==> src/rtl/sbda_pkg.sv <==
// Shared constants, types and state encoding for the signed binary to decimal ASCII converter.
package sbda_pkg;

	localparam int VALUE_W       = 32;
	localparam int CHAR_W        = 8;
	localparam int DIGIT_W       = 4;
	localparam int NUM_DIGITS    = 10;
	localparam int MAX_CHARS_DEF = 12;
	localparam int CFG_SIZE_W    = 4;
	localparam int APB_ADDR_W    = 3;
	localparam int APB_DATA_W    = 32;

	localparam logic [CFG_SIZE_W-1:0] BUFFER_SIZE_RST = CFG_SIZE_W'(12);
	localparam logic [APB_ADDR_W-3:0] REG_BUFFER_SIZE = '0;

	localparam logic [CHAR_W-1:0] CH_MINUS = 8'h2D;
	localparam logic [CHAR_W-1:0] CH_ZERO  = 8'h30;
	localparam logic [CHAR_W-1:0] CH_NUL   = 8'h00;

	typedef enum logic [2:0] {
		ST_IDLE,
		ST_CONV,
		ST_SIGN,
		ST_SKIP,
		ST_EMIT
	} state_t;

	typedef struct packed {
		logic clear;
		logic dabble;
		logic dshift;
	} cell_ctrl_t;

endpackage

==> src/rtl/signed_binary_to_decimal_ascii.sv <==
// Top level: signed 32-bit integer to decimal ASCII character stream with APB size register.
//
// channel   signals                                   payload
// -------   ---------------------------------------   -------------------
// input     value_valid / value_ready                 value[31:0] signed
// output    char_valid / char_ready                   char_code[7:0], last
// config    psel penable pwrite paddr pwdata prdata   buffer_size[3:0]
//
// One value at a time: an accept step, double-dabble steps through the digit cell row,
// a sign step, then leading-zero shifts, a step to leave the skip and one character
// per cycle while the output does not stall. A smaller buffer_size shortens the emit phase.
// Output stalls hold the sequencer; a buffer_size of 0 drops the value on accept.
// arst_n clears control state and sets buffer_size to 12.
module signed_binary_to_decimal_ascii #(
	parameter int MAX_CHARS = sbda_pkg::MAX_CHARS_DEF
) (
	input  logic                              clk,
	input  logic                              arst_n,
	input  logic signed [sbda_pkg::VALUE_W-1:0] value,
	input  logic                              value_valid,
	output logic                              value_ready,
	output logic [sbda_pkg::CHAR_W-1:0]       char_code,
	output logic                              last,
	output logic                              char_valid,
	input  logic                              char_ready,
	input  logic                              psel,
	input  logic                              penable,
	input  logic                              pwrite,
	input  logic [sbda_pkg::APB_ADDR_W-1:0]   paddr,
	input  logic [sbda_pkg::APB_DATA_W-1:0]   pwdata,
	output logic [sbda_pkg::APB_DATA_W-1:0]   prdata,
	output logic                              pready
);

	localparam int CAP_W  = $clog2(MAX_CHARS + 1);
	localparam int CMP_W  = sbda_pkg::CFG_SIZE_W + CAP_W;
	localparam int CNT_W  = $clog2(sbda_pkg::VALUE_W);
	localparam int LEFT_W = $clog2(sbda_pkg::NUM_DIGITS + 1);
	localparam int ND     = sbda_pkg::NUM_DIGITS;
	localparam int DW     = sbda_pkg::DIGIT_W;

	sbda_pkg::state_t state_q, state_d;
	sbda_pkg::cell_ctrl_t ctrl;

	logic [sbda_pkg::CFG_SIZE_W-1:0] buffer_size_q;
	logic [sbda_pkg::VALUE_W-1:0]    mag_q;
	logic                            neg_q;
	logic [CNT_W-1:0]                cnt_q;
	logic [LEFT_W-1:0]               left_q;
	logic [CAP_W-1:0]                vis_q, cap_q, cap_in;
	logic [sbda_pkg::CHAR_W-1:0]     char_q;
	logic                            last_q, out_valid_q;

	logic                            load, emit, emit_last, vis_inc, left_dec;
	logic [sbda_pkg::CHAR_W-1:0]     emit_char;
	logic                            out_free, room;
	logic                            cfg_wr, cfg_hit;

	logic                            cell_bit [ND+1];
	logic [DW-1:0]                   cell_digit [ND];
	logic [DW-1:0]                   top_digit;

	// configuration
	assign pready  = 1'b1;
	assign cfg_hit = paddr[sbda_pkg::APB_ADDR_W-1:2] == sbda_pkg::REG_BUFFER_SIZE;
	assign cfg_wr  = psel & penable & pwrite & pready & cfg_hit;
	assign prdata  = cfg_hit ? sbda_pkg::APB_DATA_W'(buffer_size_q) : '0;

	always_ff @(posedge clk or negedge arst_n) begin
		if (!arst_n) begin
			buffer_size_q <= sbda_pkg::BUFFER_SIZE_RST;
		end else if (cfg_wr) begin
			buffer_size_q <= pwdata[sbda_pkg::CFG_SIZE_W-1:0];
		end
	end

	assign cap_in = (CMP_W'(buffer_size_q) > CMP_W'(MAX_CHARS)) ? CAP_W'(MAX_CHARS)
	                                                           : CAP_W'(buffer_size_q);

	// digit cell row
	assign cell_bit[0] = mag_q[sbda_pkg::VALUE_W-1];

	for (genvar i = 0; i < ND; i++) begin : g_cell
		sbda_digit_cell u_cell (
			.clk      (clk),
			.ctrl     (ctrl),
			.bit_in   (cell_bit[i]),
			.digit_in ((i == 0) ? DW'(0) : cell_digit[(i == 0) ? 0 : i-1]),
			.bit_out  (cell_bit[i+1]),
			.digit    (cell_digit[i])
		);
	end

	assign top_digit = cell_digit[ND-1];

	// sequencer
	assign out_free    = !out_valid_q || char_ready;
	assign room        = ((CAP_W+1)'(vis_q) + (CAP_W+1)'(1)) < (CAP_W+1)'(cap_q);
	assign value_ready = state_q == sbda_pkg::ST_IDLE;

	always_ff @(posedge clk or negedge arst_n) begin
		if (!arst_n) begin
			state_q <= sbda_pkg::ST_IDLE;
		end else begin
			state_q <= state_d;
		end
	end

	always_comb begin
		state_d   = state_q;
		ctrl      = '0;
		load      = 1'b0;
		emit      = 1'b0;
		emit_char = sbda_pkg::CH_NUL;
		emit_last = 1'b0;
		vis_inc   = 1'b0;
		left_dec  = 1'b0;
		unique case (state_q)
			sbda_pkg::ST_IDLE: begin
				if (value_valid && cap_in != '0) begin
					load       = 1'b1;
					ctrl.clear = 1'b1;
					state_d    = sbda_pkg::ST_CONV;
				end
			end
			sbda_pkg::ST_CONV: begin
				ctrl.dabble = 1'b1;
				if (cnt_q == CNT_W'(sbda_pkg::VALUE_W - 1)) begin
					state_d = sbda_pkg::ST_SIGN;
				end
			end
			sbda_pkg::ST_SIGN: begin
				if (neg_q && room) begin
					if (out_free) begin
						emit      = 1'b1;
						emit_char = sbda_pkg::CH_MINUS;
						vis_inc   = 1'b1;
						state_d   = sbda_pkg::ST_SKIP;
					end
				end else begin
					state_d = sbda_pkg::ST_SKIP;
				end
			end
			sbda_pkg::ST_SKIP: begin
				if (top_digit == '0 && left_q > LEFT_W'(1)) begin
					ctrl.dshift = 1'b1;
					left_dec    = 1'b1;
				end else begin
					state_d = sbda_pkg::ST_EMIT;
				end
			end
			sbda_pkg::ST_EMIT: begin
				if (out_free) begin
					emit = 1'b1;
					if (left_q != '0 && room) begin
						emit_char   = sbda_pkg::CH_ZERO + sbda_pkg::CHAR_W'(top_digit);
						ctrl.dshift = 1'b1;
						left_dec    = 1'b1;
						vis_inc     = 1'b1;
					end else begin
						emit_last = 1'b1;
						state_d   = sbda_pkg::ST_IDLE;
					end
				end
			end
			default: begin
				state_d = sbda_pkg::ST_IDLE;
			end
		endcase
	end

	always_ff @(posedge clk) begin
		if (load) begin
			neg_q <= value[sbda_pkg::VALUE_W-1];
			mag_q <= value[sbda_pkg::VALUE_W-1] ? (~value + sbda_pkg::VALUE_W'(1)) : value;
			cap_q <= cap_in;
		end else if (state_q == sbda_pkg::ST_CONV) begin
			mag_q <= {mag_q[sbda_pkg::VALUE_W-2:0], 1'b0};
		end
	end

	always_ff @(posedge clk or negedge arst_n) begin
		if (!arst_n) begin
			cnt_q  <= '0;
			left_q <= '0;
			vis_q  <= '0;
		end else begin
			if (load) begin
				cnt_q  <= '0;
				left_q <= LEFT_W'(ND);
				vis_q  <= '0;
			end else begin
				if (state_q == sbda_pkg::ST_CONV) begin
					cnt_q <= cnt_q + CNT_W'(1);
				end
				if (left_dec) begin
					left_q <= left_q - LEFT_W'(1);
				end
				if (vis_inc) begin
					vis_q <= vis_q + CAP_W'(1);
				end
			end
		end
	end

	// output register
	always_ff @(posedge clk or negedge arst_n) begin
		if (!arst_n) begin
			out_valid_q <= 1'b0;
		end else if (emit) begin
			out_valid_q <= 1'b1;
		end else if (char_ready) begin
			out_valid_q <= 1'b0;
		end
	end

	always_ff @(posedge clk) begin
		if (emit) begin
			char_q <= emit_char;
			last_q <= emit_last;
		end
	end

	assign char_valid = out_valid_q;
	assign char_code  = char_q;
	assign last       = last_q;

	// checks
	a_new_char_from_emit: assert property (@(posedge clk) disable iff (!arst_n)
		$rose(char_valid) |-> ($past(state_q) == sbda_pkg::ST_SIGN ||
		                       $past(state_q) == sbda_pkg::ST_EMIT))
		else $error("character produced outside sign or emit phase");

	a_vis_under_cap: assert property (@(posedge clk) disable iff (!arst_n)
		state_q == sbda_pkg::ST_EMIT |-> vis_q < cap_q)
		else $error("visible count reached buffer cap");

	a_skip_keeps_digit: assert property (@(posedge clk) disable iff (!arst_n)
		state_q == sbda_pkg::ST_SKIP |-> left_q != '0)
		else $error("leading-zero skip consumed every digit");

	a_bcd_digit: assert property (@(posedge clk) disable iff (!arst_n)
		state_q == sbda_pkg::ST_EMIT |-> top_digit <= DW'(9))
		else $error("digit cell holds a non-decimal code");

endmodule

==> src/rtl/sbda_digit_cell.sv <==
// One BCD digit cell: add-3 and shift during conversion, whole-digit shift during output.
module sbda_digit_cell (
	input  logic                             clk,
	input  sbda_pkg::cell_ctrl_t             ctrl,
	input  logic                             bit_in,
	input  logic [sbda_pkg::DIGIT_W-1:0]     digit_in,
	output logic                             bit_out,
	output logic [sbda_pkg::DIGIT_W-1:0]     digit
);

	logic [sbda_pkg::DIGIT_W-1:0] digit_q;
	logic [sbda_pkg::DIGIT_W-1:0] adj;

	assign adj     = (digit_q >= sbda_pkg::DIGIT_W'(5)) ? digit_q + sbda_pkg::DIGIT_W'(3) : digit_q;
	assign bit_out = adj[sbda_pkg::DIGIT_W-1];
	assign digit   = digit_q;

	always_ff @(posedge clk) begin
		if (ctrl.clear) begin
			digit_q <= '0;
		end else if (ctrl.dabble) begin
			digit_q <= {adj[sbda_pkg::DIGIT_W-2:0], bit_in};
		end else if (ctrl.dshift) begin
			digit_q <= digit_in;
		end
	end

endmodule

==> config.mk <==
export PLATFORM = sky130hd
export DESIGN_NAME = signed_binary_to_decimal_ascii
export DESIGN_NICKNAME = d
export VERILOG_FILES = /design/src/rtl/sbda_pkg.sv /design/src/rtl/signed_binary_to_decimal_ascii.sv /design/src/rtl/sbda_digit_cell.sv
export SDC_FILE = /design/constraint.sdc
export NUM_CORES = 1
export LEC_CHECK = 0
export BUFFER_PORTS_ARGS = -buffer_cell sky130_fd_sc_hd__buf_2
export CAP_MARGIN = 20
export CORE_ASPECT_RATIO = 0.6
export CORE_MARGIN = 10
export CORE_UTILIZATION = 51
export CTS_CLUSTER_SIZE = 8
export DETAILED_ROUTE_END_ITERATION = 7
export HOLD_SLACK_MARGIN = 0.02
export PLACE_DENSITY = 0.77
export SYNTH_ARGS = -nofsm -noshare
export SYNTH_HDL_FRONTEND = slang
export SYNTH_SLANG_ARGS = --single-unit
==> constraint.sdc <==
create_clock -name clk -period 2.4 [get_ports clk]
set_input_delay 0.36 -clock clk [delete_from_list [all_inputs] [get_ports clk]]
set_output_delay 0.36 -clock clk [all_outputs]
set_load 0.1 [all_outputs]
==> flow_metrics.py <==
metrics = {
    "sta": {
        "relSlewSlack": 0.511,
        "max_freq_mhz": 394,
        "setup_ws_ns": -0.136,
        "min_period_ns": 2.54,
        "rsz0062_at_grt": "yes",
        "holdWs_ns": 0.228,
        "min_period_over_period": 1.06,
        "setup_tns_ns": -1.09,
        "maxSlewViolCount": 0,
        "hold_violations": 0,
        "finClkSkew_ns": 0.00604,
        "setup_viol": 14,
        "tightest_slew_ns": 0.734,
    },
    "power": {
        "pwr-share-clk": 0.151,
        "intPower_uw": 5680,
        "leakagePower_uw": 0.00338,
        "p_per_area_nw_per_um2": 1250,
        "switching_share": 0.424,
        "combPwrFrac": 0.501,
        "power_frac_seq": 0.348,
        "total_power_uw": 9860,
        "switching_power_uw": 4180,
        "peakVddDrop_mv": 0.810,
    },
    "worst_setup_path": {
        "cp_data_arrival_time_ns": 2.81,
        "path_common_cell": "buf_6",
        "slowest_delay_ns": 0.42,
        "r2r_setup_slack_ns": -0.14,
        "cp-start-kind": "flop",
        "path_class": "flop to flop",
        "setup.worst_path.end_class": "flop",
        "worstPathMaxFanout": 6,
        "required_ns": 2.67,
        "crit_chain": "ha_4 -> xor2_2 -> ha_2 -> o21a_1 -> o31ai_4 -> nand3_2 -> buf_6 -> inv_4 -> buf_6 -> nor3_4 -> buf_6 -> buf_6 -> mux2i_1",
        "crit_slowest_cell": "dfrtp_1",
    },
    "floorplan": {
        "core_sq_um": 12300,
        "num_rows": 31,
        "initial_core_util": 0.531,
        "dieArea_sq_um": 17900,
        "die_h_um": 108,
        "fp.dieW_um": 166,
        "pin_count": 118,
    },
    "placement": {
        "place_inst": 953,
        "dp.final_hpwl_um": 12000,
        "portBuffers": 56,
        "pre_cts_ws_ns": -0.390,
        "place_congestion": 0.895,
    },
    "cells_and_area": {
        "area.growth.synth_to_final_pct": 20.9,
        "diodes": 0,
        "final-instance-count-excl-fill": 981,
        "drive_above_1_share": 0.240,
        "multi_input_area_sq_um": 3650,
        "nFillCells": 947,
        "final_nets": 916,
        "regArea_sq_um": 2650,
    },
    "global_routing": {
        "grt_antenna_before_repair": 0,
        "first_global_vias": 5767,
        "grt_max_degree": 70,
        "grt_use_total": 0.183,
        "overflow": 0,
        "grt_pass1_wl_um": 27900,
    },
    "synth": {
        "synth_top_area_frac": 0.202,
        "syn_area_per_cell_sq_um": 9.25,
        "synth_top_area_cell": "edfxtp_1",
        "yosys-top-cells-area": "edfxtp_1 20%, dfxtp_1 12%, dfrtp_1 7.3%",
        "yosys_most_used_dff": "edfxtp_1",
        "synth-seq-cells": 105,
        "synth_cells": 706,
        "syn-cell-area_sq_um": 6530,
        "async_flop_share": 0.200,
        "yosys_warnings": 0,
        "synth_cell_type_count": 64,
        "synth_edf_count": 44,
        "synth-seq-area-share": 0.406,
    },
    "outcome": {
        "violations": "setup timing",
        "status": "finished, violations left",
    },
    "flow_run": {
        "max_cap_violations": 0,
    },
    "routing": {
        "ant_nets": 0,
        "vias_per_cell": 5.86,
        "wl_met3_um": 1280,
        "route.detailed.wl_per_inst_um": 17.6,
        "wirelength_met1_um": 7370,
        "first_pass_iters": 6,
        "remaining_drc_errors": 0,
        "highest_layer": "met4",
        "drt-initial-drc-count": 452,
        "wl_um": 17300,
        "num_vias": 5749,
        "met2_length_um": 8310,
    },
    "clock_tree": {
        "clock_sinks": 105,
        "ctsHtreeMaxLevel": 3,
        "path_clk_slew_ns": 0.07,
        "cts-root-buf": "clkbuf_16",
        "clkLatencyLatePin_ns": 0.36,
        "cts_buffers": 9,
        "clk_path_buf_depth": 2,
        "cts_tree": "done",
    },
    "worst_hold_path": {
        "hp-class": "input port to flop",
    },
}
per-layer routing:
layer	global-route usage	up-vias
met2	0.312	235
met1	0.226	2764
met5	0	-
met3	0.0449	40
li1	-	2710
met4	0.0605	0
kinds of logic after synthesis:
logic type | share of synthesized area
other | 0.00115
xor gates and xnor gates | 0.0604
muxes | 0.0412
buffers and inverters | 0.0803
and+or+nand+nor | 0.151
AOI/OAI and AO/OA | 0.201
DFF | 0.406
adders and majority gates | 0.0594
per-stage QoR:
stage | utilization | instance area [sq um]
final | 0.642 | 7890
after global routing | 0.642 | 7890
after CTS | 0.626 | 7700
after detailed placement | 0.592 | 7280
after global placement | 0.592 | 7270
after floorplan | - | 6680
timing repair:
action                                  CTS  global route
hold buffers                              1             0
pin swaps                                 3             8
resized for setup                        12            32
buffers inserted                          7             4
hold endpoints to repair                 19             0
endpoints found under the setup margin   40            53
power by group through the flow:
stage	clock [uW]	sequential (uW)	combinational, uW
global placement	0	3360	4250
detailed placement	0	3430	4560
CTS	1500	3400	4680
finish	1490	3430	4940
global route	1580	3520	5410
floorplan	0	3270	3420
final timing paths:
check | from | to | cells past startpoint
worst max-delay path | vis_q[0] | g_cell[7].u_cell.digit[3] | 13
worst min-delay path | pwdata[3] | buffer_size_q[3] | 2
worst max register to register | vis_q[0] | g_cell[7].u_cell.digit[3] | 13
worst min register to register | left_q[3] | left_q[3] | 1
max in group asynchronous | arst_n | char_valid | 2
min in group asynchronous | arst_n | vis_q[2] | 2
worst max-delay path, delay by kind of cell, from the launching register on:
kind	cells	cell delay [ns]
multiplexers	1	0.23
AO/OA/AOI/OAI	2	0.26
AND/OR/NAND/NOR	2	0.33
adder cells (fa/ha/maj)	2	0.51
XOR/XNOR	1	0.14
flip-flops	1	0.42
buffers and inverters	5	0.55
sequential cells by signal (all words and copies together) (netlist names), 3 cells and up:
register             count
buffer_size_q            4
cap_q                    4
char_code                6
cnt_q                    5
g_cell.u_cell.digit     40
left_q                   4
mag_q                   32
state_q                  3
vis_q                    4
layout by cell type, fill, tap and decap left out, drive strengths merged, types with 5 or more instances in the layout:
| master | n |
|---|---|
| a31oi | 9 |
| nand2b | 14 |
| nand2 | 83 |
| a211oi | 6 |
| mux2 | 7 |
| edfxtp | 44 |
| dfrtp | 19 |
| o32ai | 6 |
| o211ai | 9 |
| or3 | 5 |
| ha | 31 |
| xor2 | 32 |
| mux2i | 19 |
| nand3 | 5 |
| xnor2 | 13 |
| dfxtp | 40 |
| conb | 31 |
| inv | 38 |
| nor3 | 6 |
| a21oi | 42 |
| and3b | 5 |
| o41ai | 15 |
| o21ai | 66 |
| clkbuf | 12 |
| o221ai | 13 |
| buf | 132 |
| nor2b | 7 |
| nor2 | 31 |
| o31ai | 8 |
| or4 | 5 |
| nand4 | 10 |
| nor3b | 6 |
synthesized netlist by cell type, types with 7 or more instances:
cell,instances
mux2_2,7
a21oi_1,42
a31oi_1,9
nand4_1,10
ha_1,31
dfxtp_1,40
xnor2_1,13
nand2_1,83
nor2b_1,7
o41ai_2,7
mux2i_1,19
o221ai_1,13
buf_4,31
o21ai_0,60
nor2_1,31
o31ai_1,8
xor2_1,32
o41ai_1,8
nand2b_1,14
inv_1,36
edfxtp_1,44
o211ai_1,9
clkbuf_1,31
dfrtp_1,19
cell type report:
type	instances	share of cell area
multi-input cells	524	0.463
repair buffers	133	0.118
inverters	38	0.0192
clock inverters	4	0.00444
flip-flops and latches	105	0.336
well taps	165	0.0262
clock buffers	12	0.0338
Note: power is estimated with default switching activity, not from simulation.
